<file path="src/hw/rtl/mrrd_pkg.sv">
// Shared types, constants and the CRC-16/MODBUS byte update for the reply deframer.
package mrrd_pkg;

  localparam int unsigned ByteW  = 8;
  localparam int unsigned CrcW   = 16;
  localparam int unsigned RangeW = 32;
  localparam int unsigned StatW  = 3;

  localparam logic [ByteW-1:0]  FuncRead   = 8'h03;
  localparam logic [ByteW-1:0]  CountFour  = 8'h04;
  localparam logic [ByteW-1:0]  SlaveIdRst = 8'h01;
  localparam logic [CrcW-1:0]   CrcInit    = 16'hFFFF;
  localparam logic [CrcW-1:0]   CrcPoly    = 16'hA001;

  typedef enum logic [StatW-1:0] {
    ST_OK    = 3'd0,
    ST_ID    = 3'd1,
    ST_FUNC  = 3'd2,
    ST_COUNT = 3'd3,
    ST_CRC   = 3'd4
  } status_e;

  typedef struct packed {
    status_e           status;
    logic [RangeW-1:0] range_mm;
  } res_t;

  // Reflected CRC-16 update over one byte, LSB first.
  function automatic logic [CrcW-1:0] crc_byte(input logic [CrcW-1:0] crc,
                                               input logic [ByteW-1:0] b);
    logic [CrcW-1:0] c;
    c = crc ^ {{(CrcW-ByteW){1'b0}}, b};
    for (int k = 0; k < ByteW; k++) begin
      if (c[0]) begin
        c = (c >> 1) ^ CrcPoly;
      end else begin
        c = c >> 1;
      end
    end
    return c;
  endfunction

endpackage

</file>
<file path="src/hw/rtl/mrrd_in_stage.sv">
// Input register: captures one received byte per transfer.
module mrrd_in_stage (
  input  logic                       clk_i,
  input  logic                       rst_ni,
  input  logic                       in_valid_i,
  output logic                       in_stall_o,
  input  logic [mrrd_pkg::ByteW-1:0] rx_byte_i,
  input  logic                       advance_i,
  output logic                       s1_valid_o,
  output logic [mrrd_pkg::ByteW-1:0] s1_byte_o
);
  import mrrd_pkg::*;

  logic             valid_q, valid_d;
  logic [ByteW-1:0] byte_q;

  // Hold while the parser cannot consume the stored byte.
  assign in_stall_o = valid_q & ~advance_i;
  assign valid_d    = in_stall_o ? valid_q : in_valid_i;

  always_ff @(posedge clk_i or negedge rst_ni) begin
    if (!rst_ni) begin
      valid_q <= 1'b0;
    end else begin
      valid_q <= valid_d;
    end
  end

  always_ff @(posedge clk_i) begin
    if (!in_stall_o && in_valid_i) begin
      byte_q <= rx_byte_i;
    end
  end

  assign s1_valid_o = valid_q;
  assign s1_byte_o  = byte_q;

endmodule

</file>
<file path="src/hw/rtl/mrrd_parser.sv">
// Frame parser: phase tracking, running CRC, value assembly and slave id register.
module mrrd_parser (
  input  logic                       clk_i,
  input  logic                       rst_ni,
  input  logic                       cfg_we_i,
  input  logic [mrrd_pkg::ByteW-1:0] cfg_wdata_i,
  input  logic                       fire_i,
  input  logic [mrrd_pkg::ByteW-1:0] byte_i,
  output logic                       res_valid_o,
  output mrrd_pkg::res_t             res_o
);
  import mrrd_pkg::*;

  typedef enum logic [2:0] {
    PH_ADDR  = 3'd0,
    PH_FUNC  = 3'd1,
    PH_COUNT = 3'd2,
    PH_VALUE = 3'd3,
    PH_CRC   = 3'd4
  } phase_e;

  phase_e            phase_q, phase_d;
  logic [1:0]        idx_q, idx_d;
  logic [CrcW-1:0]   crc_q, crc_d;
  logic [RangeW-1:0] val_q, val_d;
  logic [ByteW-1:0]  crc_lo_q, crc_lo_d;
  logic [ByteW-1:0]  slave_id_q;

  always_comb begin
    phase_d     = phase_q;
    idx_d       = idx_q;
    crc_d       = crc_q;
    val_d       = val_q;
    crc_lo_d    = crc_lo_q;
    res_valid_o = 1'b0;
    res_o       = '{status: ST_OK, range_mm: '0};
    unique case (phase_q)
      PH_FUNC: begin
        if (byte_i != FuncRead) begin
          phase_d      = PH_ADDR;
          idx_d        = '0;
          crc_d        = CrcInit;
          val_d        = '0;
          crc_lo_d     = '0;
          res_valid_o  = 1'b1;
          res_o.status = ST_FUNC;
        end else begin
          crc_d   = crc_byte(crc_q, byte_i);
          phase_d = PH_COUNT;
        end
      end
      PH_COUNT: begin
        if (byte_i != CountFour) begin
          phase_d      = PH_ADDR;
          idx_d        = '0;
          crc_d        = CrcInit;
          val_d        = '0;
          crc_lo_d     = '0;
          res_valid_o  = 1'b1;
          res_o.status = ST_COUNT;
        end else begin
          crc_d   = crc_byte(crc_q, byte_i);
          phase_d = PH_VALUE;
          idx_d   = '0;
        end
      end
      PH_VALUE: begin
        crc_d = crc_byte(crc_q, byte_i);
        val_d = {val_q[RangeW-ByteW-1:0], byte_i};
        idx_d = idx_q + 2'd1;
        if (idx_q == 2'd3) begin
          phase_d = PH_CRC;
        end
      end
      PH_CRC: begin
        if (idx_q == 2'd0) begin
          crc_lo_d = byte_i;
          idx_d    = 2'd1;
        end else begin
          phase_d     = PH_ADDR;
          idx_d       = '0;
          crc_d       = CrcInit;
          val_d       = '0;
          crc_lo_d    = '0;
          res_valid_o = 1'b1;
          if (crc_lo_q == crc_q[ByteW-1:0] && byte_i == crc_q[CrcW-1:ByteW]) begin
            res_o.status   = ST_OK;
            res_o.range_mm = val_q;
          end else begin
            res_o.status = ST_CRC;
          end
        end
      end
      default: begin
        // Address phase; unused codes restart here too.
        phase_d  = PH_ADDR;
        idx_d    = '0;
        crc_d    = CrcInit;
        val_d    = '0;
        crc_lo_d = '0;
        if (byte_i != slave_id_q) begin
          res_valid_o  = 1'b1;
          res_o.status = ST_ID;
        end else begin
          crc_d   = crc_byte(CrcInit, byte_i);
          phase_d = PH_FUNC;
        end
      end
    endcase
  end

  always_ff @(posedge clk_i or negedge rst_ni) begin
    if (!rst_ni) begin
      phase_q    <= PH_ADDR;
      idx_q      <= '0;
      crc_q      <= CrcInit;
      val_q      <= '0;
      crc_lo_q   <= '0;
      slave_id_q <= SlaveIdRst;
    end else begin
      if (fire_i) begin
        phase_q  <= phase_d;
        idx_q    <= idx_d;
        crc_q    <= crc_d;
        val_q    <= val_d;
        crc_lo_q <= crc_lo_d;
      end
      if (cfg_we_i) begin
        slave_id_q <= cfg_wdata_i;
      end
    end
  end

endmodule

</file>
<file path="src/hw/rtl/mrrd_out_stage.sv">
// Result register: holds one status/range result until the receiver takes it.
module mrrd_out_stage (
  input  logic                        clk_i,
  input  logic                        rst_ni,
  input  logic                        s1_valid_i,
  input  logic                        res_valid_i,
  input  mrrd_pkg::res_t              res_i,
  output logic                        advance_o,
  output logic                        out_valid_o,
  input  logic                        out_stall_i,
  output logic [mrrd_pkg::StatW-1:0]  status_o,
  output logic [mrrd_pkg::RangeW-1:0] range_mm_o
);
  import mrrd_pkg::*;

  logic valid_q, valid_d;
  logic load;
  res_t res_q;

  // Advance when the slot is empty or its result leaves this cycle.
  assign advance_o = ~valid_q | ~out_stall_i;
  assign load      = advance_o & s1_valid_i & res_valid_i;
  assign valid_d   = advance_o ? (s1_valid_i & res_valid_i) : valid_q;

  always_ff @(posedge clk_i or negedge rst_ni) begin
    if (!rst_ni) begin
      valid_q <= 1'b0;
    end else begin
      valid_q <= valid_d;
    end
  end

  always_ff @(posedge clk_i) begin
    if (load) begin
      res_q <= res_i;
    end
  end

  assign out_valid_o = valid_q;
  assign status_o    = StatW'(res_q.status);
  assign range_mm_o  = res_q.range_mm;

endmodule

</file>
<file path="src/hw/rtl/modbus_range_reply_deframer.sv">
// Top level of the Modbus RTU read-reply deframer.
// Usage:
//   Input channel (in_valid_i / in_stall_o / rx_byte_i) takes one received
//   serial byte per transfer. The block recognizes the 9-byte reply
//   (slave id, 0x03, 0x04, four big-endian value bytes, CRC-16/MODBUS low
//   byte first) and checks the CRC as bytes arrive.
//   Output channel (out_valid_o / out_stall_i / status_o / range_mm_o) gives
//   one result for a finished frame (status 0 with the range, or 4 on a CRC
//   mismatch) and one status result for every rejected header byte.
//   cfg_we_i / cfg_wdata_i write the expected slave id; write only when idle.
// Timing:
//   One byte per cycle sustained unless a result waits under out_stall_i.
//   A byte lands in the input register at its transfer; its result, if any,
//   then lands in the result register when that slot advances, raising
//   out_valid_o. The CRC update feeds the parser's running CRC register.
// Stall and reset:
//   While a result waits under out_stall_i the parser holds and in_stall_o
//   rises once the input register is full. Reset empties both registers,
//   restarts parsing at the address byte and sets the slave id to 1.
module modbus_range_reply_deframer (
  input  logic                        clk_i,
  input  logic                        rst_ni,
  input  logic                        cfg_we_i,
  input  logic [mrrd_pkg::ByteW-1:0]  cfg_wdata_i,
  input  logic                        in_valid_i,
  output logic                        in_stall_o,
  input  logic [mrrd_pkg::ByteW-1:0]  rx_byte_i,
  output logic                        out_valid_o,
  input  logic                        out_stall_i,
  output logic [mrrd_pkg::StatW-1:0]  status_o,
  output logic [mrrd_pkg::RangeW-1:0] range_mm_o
);
  import mrrd_pkg::*;

  logic             advance;
  logic             s1_valid;
  logic [ByteW-1:0] s1_byte;
  logic             fire;
  logic             res_valid;
  res_t             res;

  assign fire = s1_valid & advance;

  mrrd_in_stage u_in_stage (
    .clk_i      (clk_i),
    .rst_ni     (rst_ni),
    .in_valid_i (in_valid_i),
    .in_stall_o (in_stall_o),
    .rx_byte_i  (rx_byte_i),
    .advance_i  (advance),
    .s1_valid_o (s1_valid),
    .s1_byte_o  (s1_byte)
  );

  mrrd_parser u_parser (
    .clk_i       (clk_i),
    .rst_ni      (rst_ni),
    .cfg_we_i    (cfg_we_i),
    .cfg_wdata_i (cfg_wdata_i),
    .fire_i      (fire),
    .byte_i      (s1_byte),
    .res_valid_o (res_valid),
    .res_o       (res)
  );

  mrrd_out_stage u_out_stage (
    .clk_i       (clk_i),
    .rst_ni      (rst_ni),
    .s1_valid_i  (s1_valid),
    .res_valid_i (res_valid),
    .res_i       (res),
    .advance_o   (advance),
    .out_valid_o (out_valid_o),
    .out_stall_i (out_stall_i),
    .status_o    (status_o),
    .range_mm_o  (range_mm_o)
  );

endmodule

</file>
<file path="config.mk">
export PLATFORM = sky130hd
export DESIGN_NAME = modbus_range_reply_deframer
export DESIGN_NICKNAME = d
export VERILOG_FILES = /design/src/hw/rtl/mrrd_pkg.sv /design/src/hw/rtl/mrrd_in_stage.sv /design/src/hw/rtl/mrrd_parser.sv /design/src/hw/rtl/mrrd_out_stage.sv /design/src/hw/rtl/modbus_range_reply_deframer.sv
export SDC_FILE = /design/constraint.sdc
export NUM_CORES = 1
export LEC_CHECK = 0
export BUFFER_PORTS_ARGS = -buffer_cell sky130_fd_sc_hd__buf_2
export CORE_MARGIN = 5
export CORE_UTILIZATION = 40
export CTS_BUF_LIST = sky130_fd_sc_hd__clkbuf_16
export CTS_CLUSTER_SIZE = 28
export DETAILED_ROUTE_END_ITERATION = 10
export PLACE_DENSITY = 0.65
export SLEW_MARGIN = 20
export SYNTH_ARGS = -nofsm -noshare
export SYNTH_HDL_FRONTEND = slang
export SYNTH_SLANG_ARGS = --single-unit
</file>
<file path="constraint.sdc">
create_clock -name clk_i -period 6.1 [get_ports clk_i]
set_clock_uncertainty 0.15 [all_clocks]
set_input_delay 0.305 -clock clk_i [delete_from_list [all_inputs] [get_ports clk_i]]
set_output_delay 0.305 -clock clk_i [all_outputs]
set_load 0.01 [all_outputs]
</file>
### After elaboration in Yosys (flattened, before gate mapping)

Cells that the tools add are included.

| word-level totals | value |
|---|---|
| memory bits (read-only) | 0 |
| input port bits | 21 |
| memories kept | 0 |
| bits in latches | 0 |
| bits in registers | 114 |
| memory bits (writable) | 0 |

| operators by class | value |
|---|---|
| multipliers | 0 |
| shift operators | 0 |
| bitwise logic cells | 43 |
| divide/modulo/power cells | 0 |
| equal/unequal tests | 14 |
| order comparisons | 0 |
| reductions and logical operators | 11 |
| $add $sub $neg | 1 |
| muxes and demuxes | 113 |

Operators by type and width:

| cell | number |
|---|---|
| $mux W16 | 83 |
| $mux W32 | 4 |
| $pmux W32 S4 | 1 |
| $not A2 Y3 | 30 |
| $pmux W16 S4 | 1 |
| $mux W35 | 1 |
| $pmux W8 S4 | 1 |
| $mux W8 | 3 |
| $pmux W3 S4 | 2 |
| $eq A8 B8 Y1 | 2 |
| $not A8 Y16 | 1 |
| $xor A16 B8 Y16 | 1 |
| $mux W2 | 5 |
| $mux W3 | 3 |
| $ne A8 B2 Y1 const B | 1 |
| $ne A8 B3 Y1 const B | 1 |
| $ne A8 B8 Y1 | 1 |
| $reduce_and A4 Y1 | 2 |
| $mux W1 | 7 |
| $eq A3 B2 Y1 const B | 2 |
| $ne A2 B1 Y1 const B | 3 |
| $not A1 Y1 | 6 |
| $pmux W2 S3 | 1 |
| $and A1 B1 Y1 | 4 |
| other kinds (14) | 16 |

### Longest topological paths before layout

| logic depth | value |
|---|---|
| depth in word-level cells | 33 |
| depth in mapped cells | 10 |
| depth with buffers taken out | 8 |

### By module

A second synthesis with hierarchy kept.

| unflattened totals | value |
|---|---|
| cells, all modules | 491 |
| area, all modules | 5401.4 µm² |

By module, submodules not included:

| module | area an instance (µm²) | instances | seq. area each (µm²) | cells an instance |
|---|---|---|---|---|
| mrrd_parser | 4005.1 | 1 | 1747.9 | 437 |
| mrrd_out_stage | 1092.3 | 1 | 1076.0 | 40 |
| mrrd_in_stage | 297.8 | 1 | 265.3 | 13 |
| modbus_range_reply_deframer | 6.3 | 1 | 0.0 | 1 |

### Worst setup path after synthesis

OpenSTA, ideal clock, no wires.

| timing | value |
|---|---|
| path kind | register to register |
| start | reg u_in_stage.byte_q[2], in the netlist u_in_stage.s1_byte_o[2] |
| end | reg u_out_stage.res_q, in the netlist u_out_stage.range_mm_o[0] (enable) |
| period minus slack after synthesis | 4618 ps |
| setup time | 471 ps |
| buffers on the path | 3 |
| cell stages (with the launch flop) | 10 |
| arrival | 3997 ps |
| setup slack | 1482 ps |
| required time | 5479 ps |
| cells stage by stage | edfxtp_1 > buf_2 > inv_1 > ha_1 > a41oi_1 > o22ai_1 > and2b_1 > buf_6 > clkbuf_1 > nor3_1 |

| on the way | value |
|---|---|
| longest elaborated chain between the ends | 4 |
| elaborated cells between the ends (all ways) | 8 |

Ends and longest elaborated chain:

| what | RTL line | RTL |
|---|---|---|
| start: declaration | mrrd_in_stage.sv:15 | `logic [ByteW-1:0] byte_q;` |
| start signal: assignment | mrrd_in_stage.sv:31 | `byte_q <= rx_byte_i;` |
| $ne A8 B8 Y1 (tied with other cells) | mrrd_parser.sv:101 | `if (byte_i != slave_id_q) begin` |
| $mux W1 (on tied branches) | mrrd_parser.sv:101, mrrd_parser.sv:39, mrrd_parser.sv:53 |  |
| $pmux W1 S4 * | mrrd_parser.sv:37 | `unique case (phase_q)` |
| $and A1 B1 Y1 * | mrrd_out_stage.sv:22 | `assign load = advance_o & s1_valid_i & res_valid_i;` |
| net u_out_stage.load | mrrd_out_stage.sv:17 | `logic load;` |
| end signal: assignment | mrrd_out_stage.sv:35 | `res_q <= res_i;` |
| end: declaration | mrrd_out_stage.sv:18 | `res_t res_q;` |

Mark *: on every way through the listed nets, which the timed path passes. The rest lies on a longest branch.
A chain may end at the register's enable or synchronous reset.

### Worst setup path after layout

| timing | value |
|---|---|
| start | reg u_parser.phase_q[2] |
| end | reg u_out_stage.res_q, in the netlist u_out_stage.range_mm_o[1] (enable) |

| on the way | value |
|---|---|
| longest elaborated chain between the ends | 3 |
| elaborated cells between the ends (all ways) | 6 |

Ends and longest elaborated chain:

| what | RTL line | RTL |
|---|---|---|
| start: declaration | mrrd_parser.sv:22 | `phase_e phase_q, phase_d;` |
| start signal: assignment | mrrd_parser.sv:122 | `phase_q <= phase_d;` |
| $eq A3 B3 Y1 (tied with other cells) | mrrd_parser.sv:37 |  |
| $pmux W1 S4 * | mrrd_parser.sv:37 |  |
| $and A1 B1 Y1 * | mrrd_out_stage.sv:22 |  |
| net u_out_stage.load | mrrd_out_stage.sv:17 |  |

Marked as above.

==> flow_summary.yaml <==
floorplanning:
  row_count: 42
  die_x_um: 125
  die_h_um: 125
  ioPinCount: 58
  design.die.area_mm2: 0.0157
  initial_utilization: 0.406
  core_mm2: 0.0131
detailed_routing:
  drtPass1Iterations: 4
  first_iter_violations: 270
  route.detailed.vias_per_inst: 5.01
  final_antenna_net_count: 0
  drc: 0
  wire_per_inst_um: 15.8
  route.vias.total: 3654
  finalWirelength_mm: 11.5
clock_tree:
  cts_tree: "built"
  ctsRootBufferMaster: "sky130_fd_sc_hd__clkbuf_16"
  clock_tree.buffer_depth: 2
  worst_skew_late_latency_ns: 0.42
  post_cts_resize_count: 0
  cts_made_buffers: 17
  cts_max_level: 4
  postCtsSetupBuffers: 0
  clk_pin_slew_ns: 0.06
  clkSinkCount: 114
  cts_hold_buffers: 18
sta:
  slew_worst_pin_ns: 1.00
  setup_viol: 0
  max-slew-margin-rel: 0.331
  final_hold_slack_ns: 0.140
  fmax_mhz: 317
  finalMaxSlewViolations: 0
  tns_ns: 0
  grt_setup_unrepaired: "false"
  final_period_minus_worst_setup_slack_ns: 3.15
  worst_slack_ns: 2.95
  report.final.hold_viol_count: 0
  timing.final.crit_share: 0.517
power:
  power.share.combinational: 0.108
  p_leak_nw: 2.67
  power.share.clock: 0.472
  power.share.sequential: 0.420
  cell_pwr_density_mw_per_mm2: 324
  switching_share: 0.240
  switchingPower_mw: 0.504
  worst_vdd_ir_mv: 0.231
  power.internal_mw: 1.59
global_route:
  vias_in_the_first_global_route: 3780
  grt_most_used_layer: "met2"
  grt_max_degree: 72
  antenna_found_initial: 0
  grt_util_met3: 0.0495
  grt_util_met1: 0.181
  combined_global_route_utilization_of_all_metal_layers: 0.153
  grt_pass1_wl_mm: 19.0
  globalRoute.totalOverflow: 0
  met2_usage: 0.250
critical_path:
  timing.setup.critical_path_class: "flop to flop"
  crit_path_start_kind: "flop"
  crit_path_end_kind: "flop"
  critPathArrivalTime_ns: 3.07
  worst-endpoint-required_ns: 6.01
  reg2reg_depth: 4
  cp_max_fo: 35
logic_synthesis:
  synth_seq_area_share: 0.579
  postSynth.asyncResetShare: 0.623
  post-synth-top-area-cell: "sky130_fd_sc_hd__dfrtp_1"
  cell_types_occupying_the_most_area_after_synthesis: "sky130_fd_sc_hd__dfrtp_1 (25%), sky130_fd_sc_hd__edfxtp_1 (24%), sky130_fd_sc_hd__dfstp_2 (8.4%)"
  syn-mean-instance-area_um2: 11.2
  yosysWarningCount: 0
  synthesis.area_mm2: 0.00533
  number_of_storage_elements_in_the_synthesis_netlist: 114
  ys_types: 47
  count_of_flip_flops_with_a_built_in_enable_after_synthesis: 43
  syn_nets: 505
  syn_inst: 476
  synth-main-ff-cell: "sky130_fd_sc_hd__dfrtp_1"
  synth_top_area_share: 0.253
final_layout:
  layout_fillers: 1183
  area_occupied_by_registers_mm2: 0.00309
  fin_nets: 569
  insertedDiodeCount: 0
  leading_cell_type_in_the_layout_fill_and_taps_excluded: "sky130_fd_sc_hd__nand2_1"
  area_growth_syn_to_layout_pct: 21.5
  post_route_cells_drive_above_1_share: 0.217
  multiInputGateArea_mm2: 0.00203
  final_cell_mix: "sky130_fd_sc_hd__nand2_1 (74), sky130_fd_sc_hd__buf_2 (57), sky130_fd_sc_hd__dfrtp_1 (54), sky130_fd_sc_hd__edfxtp_1 (43), sky130_fd_sc_hd__xnor2_1 (41)"
flow_run:
  timing.max_cap.violations: 0
placement:
  place.port_buffers: 57
  place.detailed.hpwl_mm: 7.62
  place.gp.congestion: 0.873
  pre_cts_ws_ns: 2.99
hold_path:
  hold_path_class: "input pin to flop"
  hold-path-cell-count: 3
run_status:
  status: "completed"
-- state kept, by name, summed over array words and instances (netlist names) --
name / cells
u_parser.slave_id_q: 8
u_parser.idx_q: 2
u_out_stage.status_o: 3
u_in_stage.s1_byte_o: 8
u_parser.crc_lo_q: 8
u_parser.crc_q: 16
u_parser.val_q: 32
u_parser.phase_q: 3
u_out_stage.range_mm_o: 32
u_in_stage.s1_valid_o: 1
u_out_stage.out_valid_o: 1
-- per-layer routing --
metal  vias to the layer above  part of all wire
met5                         -                 0
met4                         0             0.027
met3                        21             0.056
met2                       115              0.50
met1                      1751              0.41
li1                       1767                 -
-- worst max-delay path, stage by stage (launching register included) --
cell	delay (ns)
sky130_fd_sc_hd__dfrtp_1	0.55
sky130_fd_sc_hd__nand4bb_1	0.46
sky130_fd_sc_hd__nand3_1	0.79
sky130_fd_sc_hd__nor3_2	0.38
sky130_fd_sc_hd__buf_4	0.44
-- cells in the mapped netlist (all sizes together), types with 2 or more instances --
| cell type | n |
|---|---|
| a21o | 5 |
| nand2b | 2 |
| xor2 | 9 |
| o31ai | 16 |
| nand3 | 5 |
| mux2 | 8 |
| nor2 | 19 |
| inv | 16 |
| buf | 10 |
| nor3 | 4 |
| a31oi | 3 |
| xnor2 | 41 |
| dfstp | 17 |
| o21a | 2 |
| and2 | 35 |
| a21oi | 10 |
| ha | 8 |
| a22o | 4 |
| o21bai | 2 |
| clkbuf | 23 |
| nand2 | 74 |
| edfxtp | 43 |
| xnor3 | 3 |
| o22ai | 2 |
| o21ai | 34 |
| nand4 | 8 |
| dfrtp | 54 |
| a221oi | 5 |
| and3 | 2 |
-- kinds of logic after synthesis --
| group | synth area share |
|---|---|
| muxes | 0.0169 |
| adders and majority gates | 0.0188 |
| xor gates and xnor gates | 0.0950 |
| buffers and inverters | 0.0443 |
| AOI/OAI and AO/OA | 0.107 |
| and+or+nand+nor | 0.138 |
| DFF | 0.579 |
-- final timing paths --
check | endpoint | from | slack, ns
max in group asynchronous | u_in_stage.s1_valid_o | rst_ni | 4.73
max | u_out_stage.range_mm_o[1] | u_parser.phase_q[2] | 2.95
min reg2reg | u_parser.val_q[30] | u_parser.val_q[30] | 0.32
max reg2reg | u_out_stage.range_mm_o[1] | u_parser.phase_q[2] | 2.95
min | u_out_stage.out_valid_o | out_stall_i | 0.14
min in group asynchronous | u_parser.phase_q[0] | rst_ni | 0.49
-- metrics by stage --
step                cell area (um2)  power, mW  instances   util
floorplan                      5330       1.05        476      -
global placement               5700       1.11        679  0.434
detailed placement             5700       1.11        679  0.434
CTS                            6470       2.11        729  0.493
global route                   6480       2.17        729  0.493
finish                         6480       2.10        729  0.493
-- cell type report --
type,instances,area share
Sequential cell,114,0.477
Multi-Input combinational cell,313,0.313
Timing Repair Buffer,78,0.0753
Clock buffer,17,0.0657
Tap cell,176,0.0340
Clock inverter,15,0.0257
Inverter,16,0.00927
-- power by group through the flow --
stage | logic, mW | registers [mW] | clock network (mW)
floorplan | 0.159 | 0.891 | 0
global placement | 0.212 | 0.894 | 0
detailed placement | 0.216 | 0.895 | 0
CTS | 0.227 | 0.881 | 1.00
global route | 0.246 | 0.886 | 1.04
finish | 0.226 | 0.881 | 0.990
Power figures use the tool's default switching activity.
